**src/sv/brc_pkg.sv**
```systemverilog
package brc_pkg;

  // Field widths of the ports
  localparam int SIZE_W   = 13;
  localparam int INDEX_W  = 12;
  localparam int STRIDE_W = 4;
  localparam int POS_W    = 16;
  localparam int WEIGHT_W = 4;
  localparam int CFG_W    = 13;
  localparam int CFG_IDX_W = 2;

  // Largest reference position the result field can carry
  localparam logic [POS_W-1:0] POS_SAT = 16'hFFFF;

  // Configuration register indexes
  typedef enum logic [CFG_IDX_W-1:0] {
    CFG_IN_SIZE  = 2'd0,
    CFG_DST_SIZE = 2'd1,
    CFG_STRIDE   = 2'd2
  } cfg_reg_t;

  // One finished result item
  typedef struct packed {
    logic [POS_W-1:0]    ref_pos;
    logic [WEIGHT_W-1:0] left_weight;
  } brc_result_t;

endpackage

```
**src/sv/bilinear_resize_coeff_gen.sv**
```systemverilog
// Bilinear scaler coefficient generator: one output index in, one (ref_pos, left_weight) out.
// Pipeline from accepted item to out_valid: position multiply register, one divider cell
//   per quotient bit, reference/weight selection register, one output register.
// Throughput: one item per cycle while the skid slot is empty (in_stall low);
//   the divider is a chain of restoring cells, one bit each.
// Reset (synchronous, rst_n low): in_size = 8, destination size = 5, stride_factor = 1,
//   pipeline empty.
module bilinear_resize_coeff_gen #(
  parameter int SUBPIXEL_BITS = 3,
  parameter int MAX_SIZE      = 4096
) (
  input  logic                              clk,
  input  logic                              rst_n,
  input  logic                              cfg_we,
  input  logic [brc_pkg::CFG_IDX_W-1:0]     cfg_index,
  input  logic [brc_pkg::CFG_W-1:0]         cfg_wdata,
  input  logic                              in_valid,
  output logic                              in_stall,
  input  logic [brc_pkg::INDEX_W-1:0]       in_out_index,
  output logic                              out_valid,
  input  logic                              out_stall,
  output logic [brc_pkg::POS_W-1:0]         out_ref_pos,
  output logic [brc_pkg::WEIGHT_W-1:0]      out_left_weight
);

  localparam int S     = SUBPIXEL_BITS;
  localparam int PRE_W = brc_pkg::INDEX_W + S;
  localparam int NUM_W = PRE_W + brc_pkg::SIZE_W;
  localparam int REF_W = NUM_W - S;
  localparam int FULL  = 1 << S;
  localparam int HALF  = 1 << (S - 1);

  logic [brc_pkg::SIZE_W-1:0]   in_size_r;
  logic [brc_pkg::SIZE_W-1:0]   dst_size_r;
  logic [brc_pkg::STRIDE_W-1:0] stride_r;
  logic [brc_pkg::SIZE_W-1:0]   size_clamped;

  logic                         en;
  logic                         skid_full;
  logic [brc_pkg::SIZE_W-1:0]   dvs;
  logic [PRE_W-1:0]             pre;
  logic                         s0_valid_r;
  logic [NUM_W-1:0]             num_r;

  logic                         c_valid [NUM_W+1];
  logic [brc_pkg::SIZE_W-1:0]   c_rem   [NUM_W+1];
  logic [NUM_W-1:0]             c_q     [NUM_W+1];

  logic [NUM_W-1:0]             pos;
  logic [NUM_W-1:0]             d;
  logic [REF_W-1:0]             ref_nxt;
  logic [S:0]                   wgt_nxt;
  logic                         post_valid_r;
  logic [REF_W-1:0]             ref_r;
  logic [S:0]                   wgt_r;

  // Clamp a written size to the largest supported size
  always_comb begin
    if ({1'b0, cfg_wdata} > (brc_pkg::SIZE_W + 1)'(MAX_SIZE)) begin
      size_clamped = brc_pkg::SIZE_W'(MAX_SIZE);
    end else begin
      size_clamped = cfg_wdata;
    end
  end

  // Decode configuration writes; drop writes to unknown indexes
  always_ff @(posedge clk) begin
    if (!rst_n) begin
      in_size_r  <= brc_pkg::SIZE_W'(8);
      dst_size_r <= brc_pkg::SIZE_W'(5);
      stride_r   <= brc_pkg::STRIDE_W'(1);
    end else if (cfg_we) begin
      unique case (cfg_index)
        brc_pkg::CFG_IN_SIZE:  in_size_r  <= size_clamped;
        brc_pkg::CFG_DST_SIZE: dst_size_r <= size_clamped;
        brc_pkg::CFG_STRIDE:   stride_r   <= cfg_wdata[brc_pkg::STRIDE_W-1:0];
        default: ;
      endcase
    end
  end

  // Stall the whole chain only while the skid slot is occupied
  assign en       = !skid_full;
  assign in_stall = skid_full;
  assign dvs      = (dst_size_r == '0) ? brc_pkg::SIZE_W'(1) : dst_size_r;

  // Form the centered subpixel position times in_size
  assign pre = {in_out_index, S'(0)} | PRE_W'(HALF);

  always_ff @(posedge clk) begin
    if (!rst_n) begin
      s0_valid_r <= 1'b0;
    end else if (en) begin
      s0_valid_r <= in_valid;
    end
  end

  always_ff @(posedge clk) begin
    if (en) begin
      num_r <= NUM_W'(pre) * NUM_W'(in_size_r);
    end
  end

  // Divide by the destination size, one quotient bit per cell
  assign c_valid[0] = s0_valid_r;
  assign c_rem[0]   = '0;
  assign c_q[0]     = num_r;

  for (genvar i = 0; i < NUM_W; i++) begin : g_cell
    brc_div_cell #(
      .NUM_W(NUM_W),
      .DVS_W(brc_pkg::SIZE_W)
    ) u_cell (
      .clk       (clk),
      .rst_n     (rst_n),
      .en        (en),
      .dvs       (dvs),
      .prev_valid(c_valid[i]),
      .prev_rem  (c_rem[i]),
      .prev_q    (c_q[i]),
      .valid_r   (c_valid[i+1]),
      .rem_r     (c_rem[i+1]),
      .q_r       (c_q[i+1])
    );
  end

  // Split the position into reference and weight, pull back off the last pixel
  always_comb begin
    pos = c_q[NUM_W];
    d   = pos - NUM_W'(HALF);
    if (pos < NUM_W'(HALF)) begin
      ref_nxt = '0;
      wgt_nxt = (S+1)'(FULL);
    end else begin
      ref_nxt = d[NUM_W-1:S];
      wgt_nxt = (S+1)'(FULL) - {1'b0, d[S-1:0]};
    end
    if (in_size_r != '0 && ref_nxt == REF_W'(in_size_r) - REF_W'(1)) begin
      ref_nxt = (in_size_r >= brc_pkg::SIZE_W'(2)) ?
                REF_W'(in_size_r - brc_pkg::SIZE_W'(2)) : '0;
      wgt_nxt = '0;
    end
  end

  always_ff @(posedge clk) begin
    if (!rst_n) begin
      post_valid_r <= 1'b0;
    end else if (en) begin
      post_valid_r <= c_valid[NUM_W];
    end
  end

  always_ff @(posedge clk) begin
    if (en) begin
      ref_r <= ref_nxt;
      wgt_r <= wgt_nxt;
    end
  end

  // Scale, saturate and buffer the result
  brc_out_skid #(
    .REF_W(REF_W)
  ) u_out (
    .clk            (clk),
    .rst_n          (rst_n),
    .pipe_valid     (post_valid_r),
    .pipe_ref       (ref_r),
    .pipe_wgt       (brc_pkg::WEIGHT_W'(wgt_r)),
    .stride         (stride_r),
    .full_r         (skid_full),
    .out_stall      (out_stall),
    .out_valid      (out_valid),
    .out_ref_pos    (out_ref_pos),
    .out_left_weight(out_left_weight)
  );

  a_weight_in_range: assert property (@(posedge clk) disable iff (!rst_n)
    post_valid_r |-> (wgt_r <= (S+1)'(FULL)))
    else $error("left weight above full scale");

endmodule

```
**src/sv/brc_div_cell.sv**
```systemverilog
module brc_div_cell #(
  parameter int NUM_W = 28,
  parameter int DVS_W = 13
) (
  input  logic             clk,
  input  logic             rst_n,
  input  logic             en,
  input  logic [DVS_W-1:0] dvs,
  input  logic             prev_valid,
  input  logic [DVS_W-1:0] prev_rem,
  input  logic [NUM_W-1:0] prev_q,
  output logic             valid_r,
  output logic [DVS_W-1:0] rem_r,
  output logic [NUM_W-1:0] q_r
);

  logic [DVS_W:0]   shifted;
  logic             ge;
  logic [DVS_W:0]   diff;
  logic [DVS_W-1:0] rem_nxt;
  logic [NUM_W-1:0] q_nxt;

  // Shift in the next dividend bit and try one subtraction
  always_comb begin
    shifted = {prev_rem, prev_q[NUM_W-1]};
    ge      = (shifted >= {1'b0, dvs});
    diff    = shifted - {1'b0, dvs};
    rem_nxt = ge ? diff[DVS_W-1:0] : shifted[DVS_W-1:0];
    q_nxt   = {prev_q[NUM_W-2:0], ge};
  end

  // Advance the item to the next cell
  always_ff @(posedge clk) begin
    if (!rst_n) begin
      valid_r <= 1'b0;
    end else if (en) begin
      valid_r <= prev_valid;
    end
  end

  always_ff @(posedge clk) begin
    if (en) begin
      rem_r <= rem_nxt;
      q_r   <= q_nxt;
    end
  end

endmodule

```
**src/sv/brc_out_skid.sv**
```systemverilog
module brc_out_skid #(
  parameter int REF_W = 25
) (
  input  logic                          clk,
  input  logic                          rst_n,
  input  logic                          pipe_valid,
  input  logic [REF_W-1:0]              pipe_ref,
  input  logic [brc_pkg::WEIGHT_W-1:0]  pipe_wgt,
  input  logic [brc_pkg::STRIDE_W-1:0]  stride,
  output logic                          full_r,
  input  logic                          out_stall,
  output logic                          out_valid,
  output logic [brc_pkg::POS_W-1:0]     out_ref_pos,
  output logic [brc_pkg::WEIGHT_W-1:0]  out_left_weight
);

  localparam int PROD_W = REF_W + brc_pkg::STRIDE_W;

  logic [PROD_W-1:0]    scaled;
  brc_pkg::brc_result_t res;
  brc_pkg::brc_result_t main_r;
  brc_pkg::brc_result_t skid_r;
  logic                 main_valid_r;
  logic                 incoming;
  logic                 take;

  // Scale the reference by the stride and saturate to the field
  always_comb begin
    scaled = PROD_W'(pipe_ref) * PROD_W'(stride);
    if (scaled > PROD_W'(brc_pkg::POS_SAT)) begin
      res.ref_pos = brc_pkg::POS_SAT;
    end else begin
      res.ref_pos = scaled[brc_pkg::POS_W-1:0];
    end
    res.left_weight = pipe_wgt;
  end

  assign incoming = pipe_valid && !full_r;
  assign take     = main_valid_r && !out_stall;

  // Hold the result in the output register, park one more in the skid slot
  always_ff @(posedge clk) begin
    if (!rst_n) begin
      main_valid_r <= 1'b0;
      full_r       <= 1'b0;
    end else if (!main_valid_r || take) begin
      if (full_r) begin
        main_valid_r <= 1'b1;
        full_r       <= 1'b0;
      end else begin
        main_valid_r <= incoming;
      end
    end else if (incoming) begin
      full_r <= 1'b1;
    end
  end

  always_ff @(posedge clk) begin
    if (!main_valid_r || take) begin
      main_r <= full_r ? skid_r : res;
    end else if (incoming) begin
      skid_r <= res;
    end
  end

  assign out_valid       = main_valid_r;
  assign out_ref_pos     = main_r.ref_pos;
  assign out_left_weight = main_r.left_weight;

  a_skid_needs_main: assert property (@(posedge clk) disable iff (!rst_n)
    full_r |-> main_valid_r)
    else $error("skid slot holds an item while the output register is empty");

  a_stalled_arrival_parks: assert property (@(posedge clk) disable iff (!rst_n)
    (main_valid_r && out_stall && incoming) |=> full_r)
    else $error("item arriving under stall was not parked");

  a_drain_empties: assert property (@(posedge clk) disable iff (!rst_n)
    (take && !full_r && !incoming) |=> !main_valid_r)
    else $error("output register kept an item that was taken");

endmodule
```
**config.mk**
```make
export PLATFORM = sky130hd
export DESIGN_NAME = bilinear_resize_coeff_gen
export DESIGN_NICKNAME = d
export VERILOG_FILES = /design/src/sv/brc_pkg.sv /design/src/sv/bilinear_resize_coeff_gen.sv /design/src/sv/brc_div_cell.sv /design/src/sv/brc_out_skid.sv
export SDC_FILE = /design/constraint.sdc
export NUM_CORES = 2
export LEC_CHECK = 0
export BUFFER_PORTS_ARGS = -buffer_cell sky130_fd_sc_hd__buf_2
export CORE_AREA = 2 2 476 478
export CTS_BUF_LIST = sky130_fd_sc_hd__clkbuf_16
export CTS_CLUSTER_DIAMETER = 100
export CTS_CLUSTER_SIZE = 16
export DETAILED_ROUTE_END_ITERATION = 6
export DIE_AREA = 0 0 478 480
export PLACE_DENSITY = 0.5
export SETUP_SLACK_MARGIN = 0.05
export SYNTH_ARGS = -nofsm -noshare
export SYNTH_HDL_FRONTEND = slang
export SYNTH_SLANG_ARGS = --single-unit
```
**constraint.sdc**
```tcl
create_clock -name clk -period 80.4 [get_ports clk]
set_clock_uncertainty 0.2 [all_clocks]
set_input_delay 4.02 -clock clk [delete_from_list [all_inputs] [get_ports clk]]
set_output_delay 4.02 -clock clk [all_outputs]
set_load 0.02 [all_outputs]
```
==> flow_summary.json <==
{
  "internal_power_uw": 1756,
  "chipHeight_um": 480,
  "core.rowCount": 174,
  "reg2reg_depth": 19,
  "cts_tree": "yes",
  "routabilityCongestion": 0.8050,
  "htreeDepth": 3,
  "grt_use_total_pct": 12.62,
  "timing.setup.critical_path_class": "primary input to flop",
  "hp-class": "flop to flop",
  "multi_input_area_um2": 28710,
  "drtAntennaViolNets": 0,
  "clkLatencyLatePin_ns": 0.74,
  "synthCells": 5332,
  "grt_util_met1_pct": 17.36,
  "grt_pass1_wl_mm": 229.2,
  "hold_path_depth": 0,
  "area_growth_pct": 9.980,
  "power_frac_comb_pct": 41.4,
  "synth_flop_cell": "edfxtp_1",
  "async_flop_share_pct": 0,
  "cp.depth": 20,
  "final_cell_mix": "edfxtp_1, ha_1, nor2_1",
  "antenna_found_initial": 4,
  "powerDensity_nw_per_um2": 35.88,
  "met2_usage_pct": 21.05,
  "wl_per_cell_um": 17.41,
  "drive_above_1_share_pct": 9.704,
  "rsz0062_at_grt": "no",
  "mostFrequentLayoutCell": "edfxtp_1",
  "cap_violations": 0,
  "num-fill-cells": 22046,
  "initial_utilization_pct": 29.95,
  "cts.sinks": 1239,
  "endpoint_kind": "flop",
  "period_share_pct": 12.16,
  "synth_cell_types": 80,
  "ys_ff_latch": 1239,
  "cts_setup_buffers": 0,
  "peakVddDrop_mv": 0.01959,
  "clock_path_buffers": 3,
  "startpoint_type": "primary input",
  "port_buffers": 53,
  "slew_headroom_pct": 18.19,
  "grt_start_max_net_pins": 195,
  "hold_viol": 0,
  "crit_arrival_ns": 10.07,
  "crit_buf_inv": 4,
  "busiest_layer": "met2",
  "synth_edf_count": 1177,
  "pwr-share-seq_pct": 42.2,
  "numCtsBuffers": 89,
  "coreArea_um2": 224000,
  "cts_hold_buf": 0,
  "grt-ovfl-total": 0,
  "switching_share_pct": 33.70,
  "dieArea_um2": 229400,
  "netlist_area_um2": 67100,
  "slowest_delay_ns": 0.57,
  "vias": 39945,
  "seq_area_um2": 36590,
  "crit_chain": "buf_2 -> nand2_1 -> fa_1 -> inv_1 -> fa_1 -> fa_1 -> inv_1 -> fa_1 -> fa_1 -> inv_1 -> ha_1 -> and2_1 -> a221o_1 -> o21ai_0 -> a2111oi_0 -> a31oi_1 -> a2111oi_0 -> or3_1 -> o31a_1 -> xor2_1",
  "fin_util_pct": 32.94,
  "globalRouteMet3Util_pct": 1.630,
  "path_clk_slew_ns": 0.08,
  "cts_root_buf": "clkbuf_16",
  "cp_top_family": "adder cells",
  "worst_pin_slew_ns": 1.227,
  "required_ns": 80.70,
  "final_max_slew_viol_count": 0,
  "max_clock_freq_mhz": 102.3,
  "syn_nets": 6019,
  "fin_nets": 6078,
  "tns_ns": 0,
  "period_minus_slack_ns": 9.774,
  "ys_seq_area_share_pct": 54.52,
  "pre_cts_slack_ns": 69.87,
  "p_sw_uw": 892.6,
  "status": "completed",
  "io_pins": 54,
  "setup_slack_ns": 70.63,
  "cp_slowest_cell": "fa_1",
  "grt_pass1_vias": 39369,
  "finalSetupViolCount": 0,
  "crit_fanout": 13,
  "drcViolationCount": 0,
  "yosysWarningCount": 0,
  "avgSynthCellArea_um2": 12.58,
  "die_w_um": 478,
  "path_common_cell": "fa_1",
  "wl_mm": 146.7,
  "ctsResizeCount": 0,
  "via_per_inst": 4.740,
  "clockPowerShare_pct": 16.4,
  "detailed_place_hpwl_mm": 101.1,
  "drt-pass1-iter-count": 7,
  "drt_iter0_drc": 2564,
  "leakage_uw": 0.02825
}
cells in the mapped netlist, types with 93 or more instances:
library cell	count	area [um2]
edfxtp_1	1177	35340
ha_1	462	5781
nor2_1	429	1610
nand2_1	416	1562
inv_1	385	1445
mux2_2	270	3040
xnor2_1	220	1927
fa_1	193	3864
a21oi_1	161	805.8
o21ai_0	161	805.8
nor2b_1	151	944.7
and2_1	148	925.9
clkbuf_1	133	499.2
nand3_1	99	495.5
nor3_1	97	485.5
mux2i_1	93	930.9
flip-flops by register name, indices dropped and copies added (netlist names), 16 cells and up:
signal,cells
u_out.out_ref_pos,16
num_r,26
u_out.skid_r,20
g_cell.u_cell.q_r,731
g_cell.u_cell.valid_r,28
ref_r,25
g_cell.u_cell.rem_r,351
layout make-up:
type                       instances  area share, %
clock inverter                    41         0.4154
multi-input combinational       3567          38.91
tap                             2992          5.073
sequential                      1239          49.58
inverter                         386          1.973
timing repair buffer             108         0.9867
antenna                            4        0.01356
clock buffer                      90          3.052
cell families after synthesis:
group / after synthesis / synth area share [%]
and+or+nand+nor: 1552 / 11.15
DFF: 1239 / 54.52
AOI/OAI and AO/OA: 696 / 7.121
adders and majority gates: 655 / 14.37
buffers and inverters: 526 / 2.959
muxes: 364 / 5.941
xor gates and xnor gates: 300 / 3.936
final timing paths:
| kind | startpoint | endpoint | slack (ns) |
|---|---|---|---|
| min | g_cell[19].u_cell.q_r[7]$_DFFE_PN_ | g_cell[20].u_cell.q_r[8]$_DFFE_PN_ | 0.19 |
| max reg2reg | in_size_r[2]$_SDFFE_PN0P_ | num_r[25]$_DFFE_PN_ | 73.40 |
| max | in_out_index[4] | num_r[25]$_DFFE_PN_ | 70.63 |
| min reg2reg | g_cell[19].u_cell.q_r[7]$_DFFE_PN_ | g_cell[20].u_cell.q_r[8]$_DFFE_PN_ | 0.19 |
metrics by stage:
step	hold WS [ns]	instances	power (uW)	instance area, um2
2_1_floorplan	0.2003	5332	1951	67100
4_1_cts	0.2029	8423	2683	73790
3_5_place_dp	0.2045	8292	2230	71230
6_report	0.1942	8427	2648	73800
5_1_grt	0.2105	8424	2851	73790
3_3_place_gp	0.2004	8292	2219	71230
power by group through the flow:
stage / Sequential, uW / Clock, uW / Combinational, uW
4_1_cts: 1120 / 454 / 1100
3_3_place_gp: 1140 / 0 / 1080
6_report: 1120 / 433 / 1100
2_1_floorplan: 1080 / 0 / 874
3_5_place_dp: 1140 / 0 / 1090
5_1_grt: 1140 / 476 / 1230
metal layers:
| metal | routed length [um] | vias to the layer above |
|---|---|---|
| met3 | 4858 | 150 |
| met4 | 2774 | 2 |
| met5 | 13 | - |
| met2 | 69940 | 541 |
| met1 | 69120 | 19788 |
| li1 | - | 19464 |
Power figures use the tool's default switching activity.
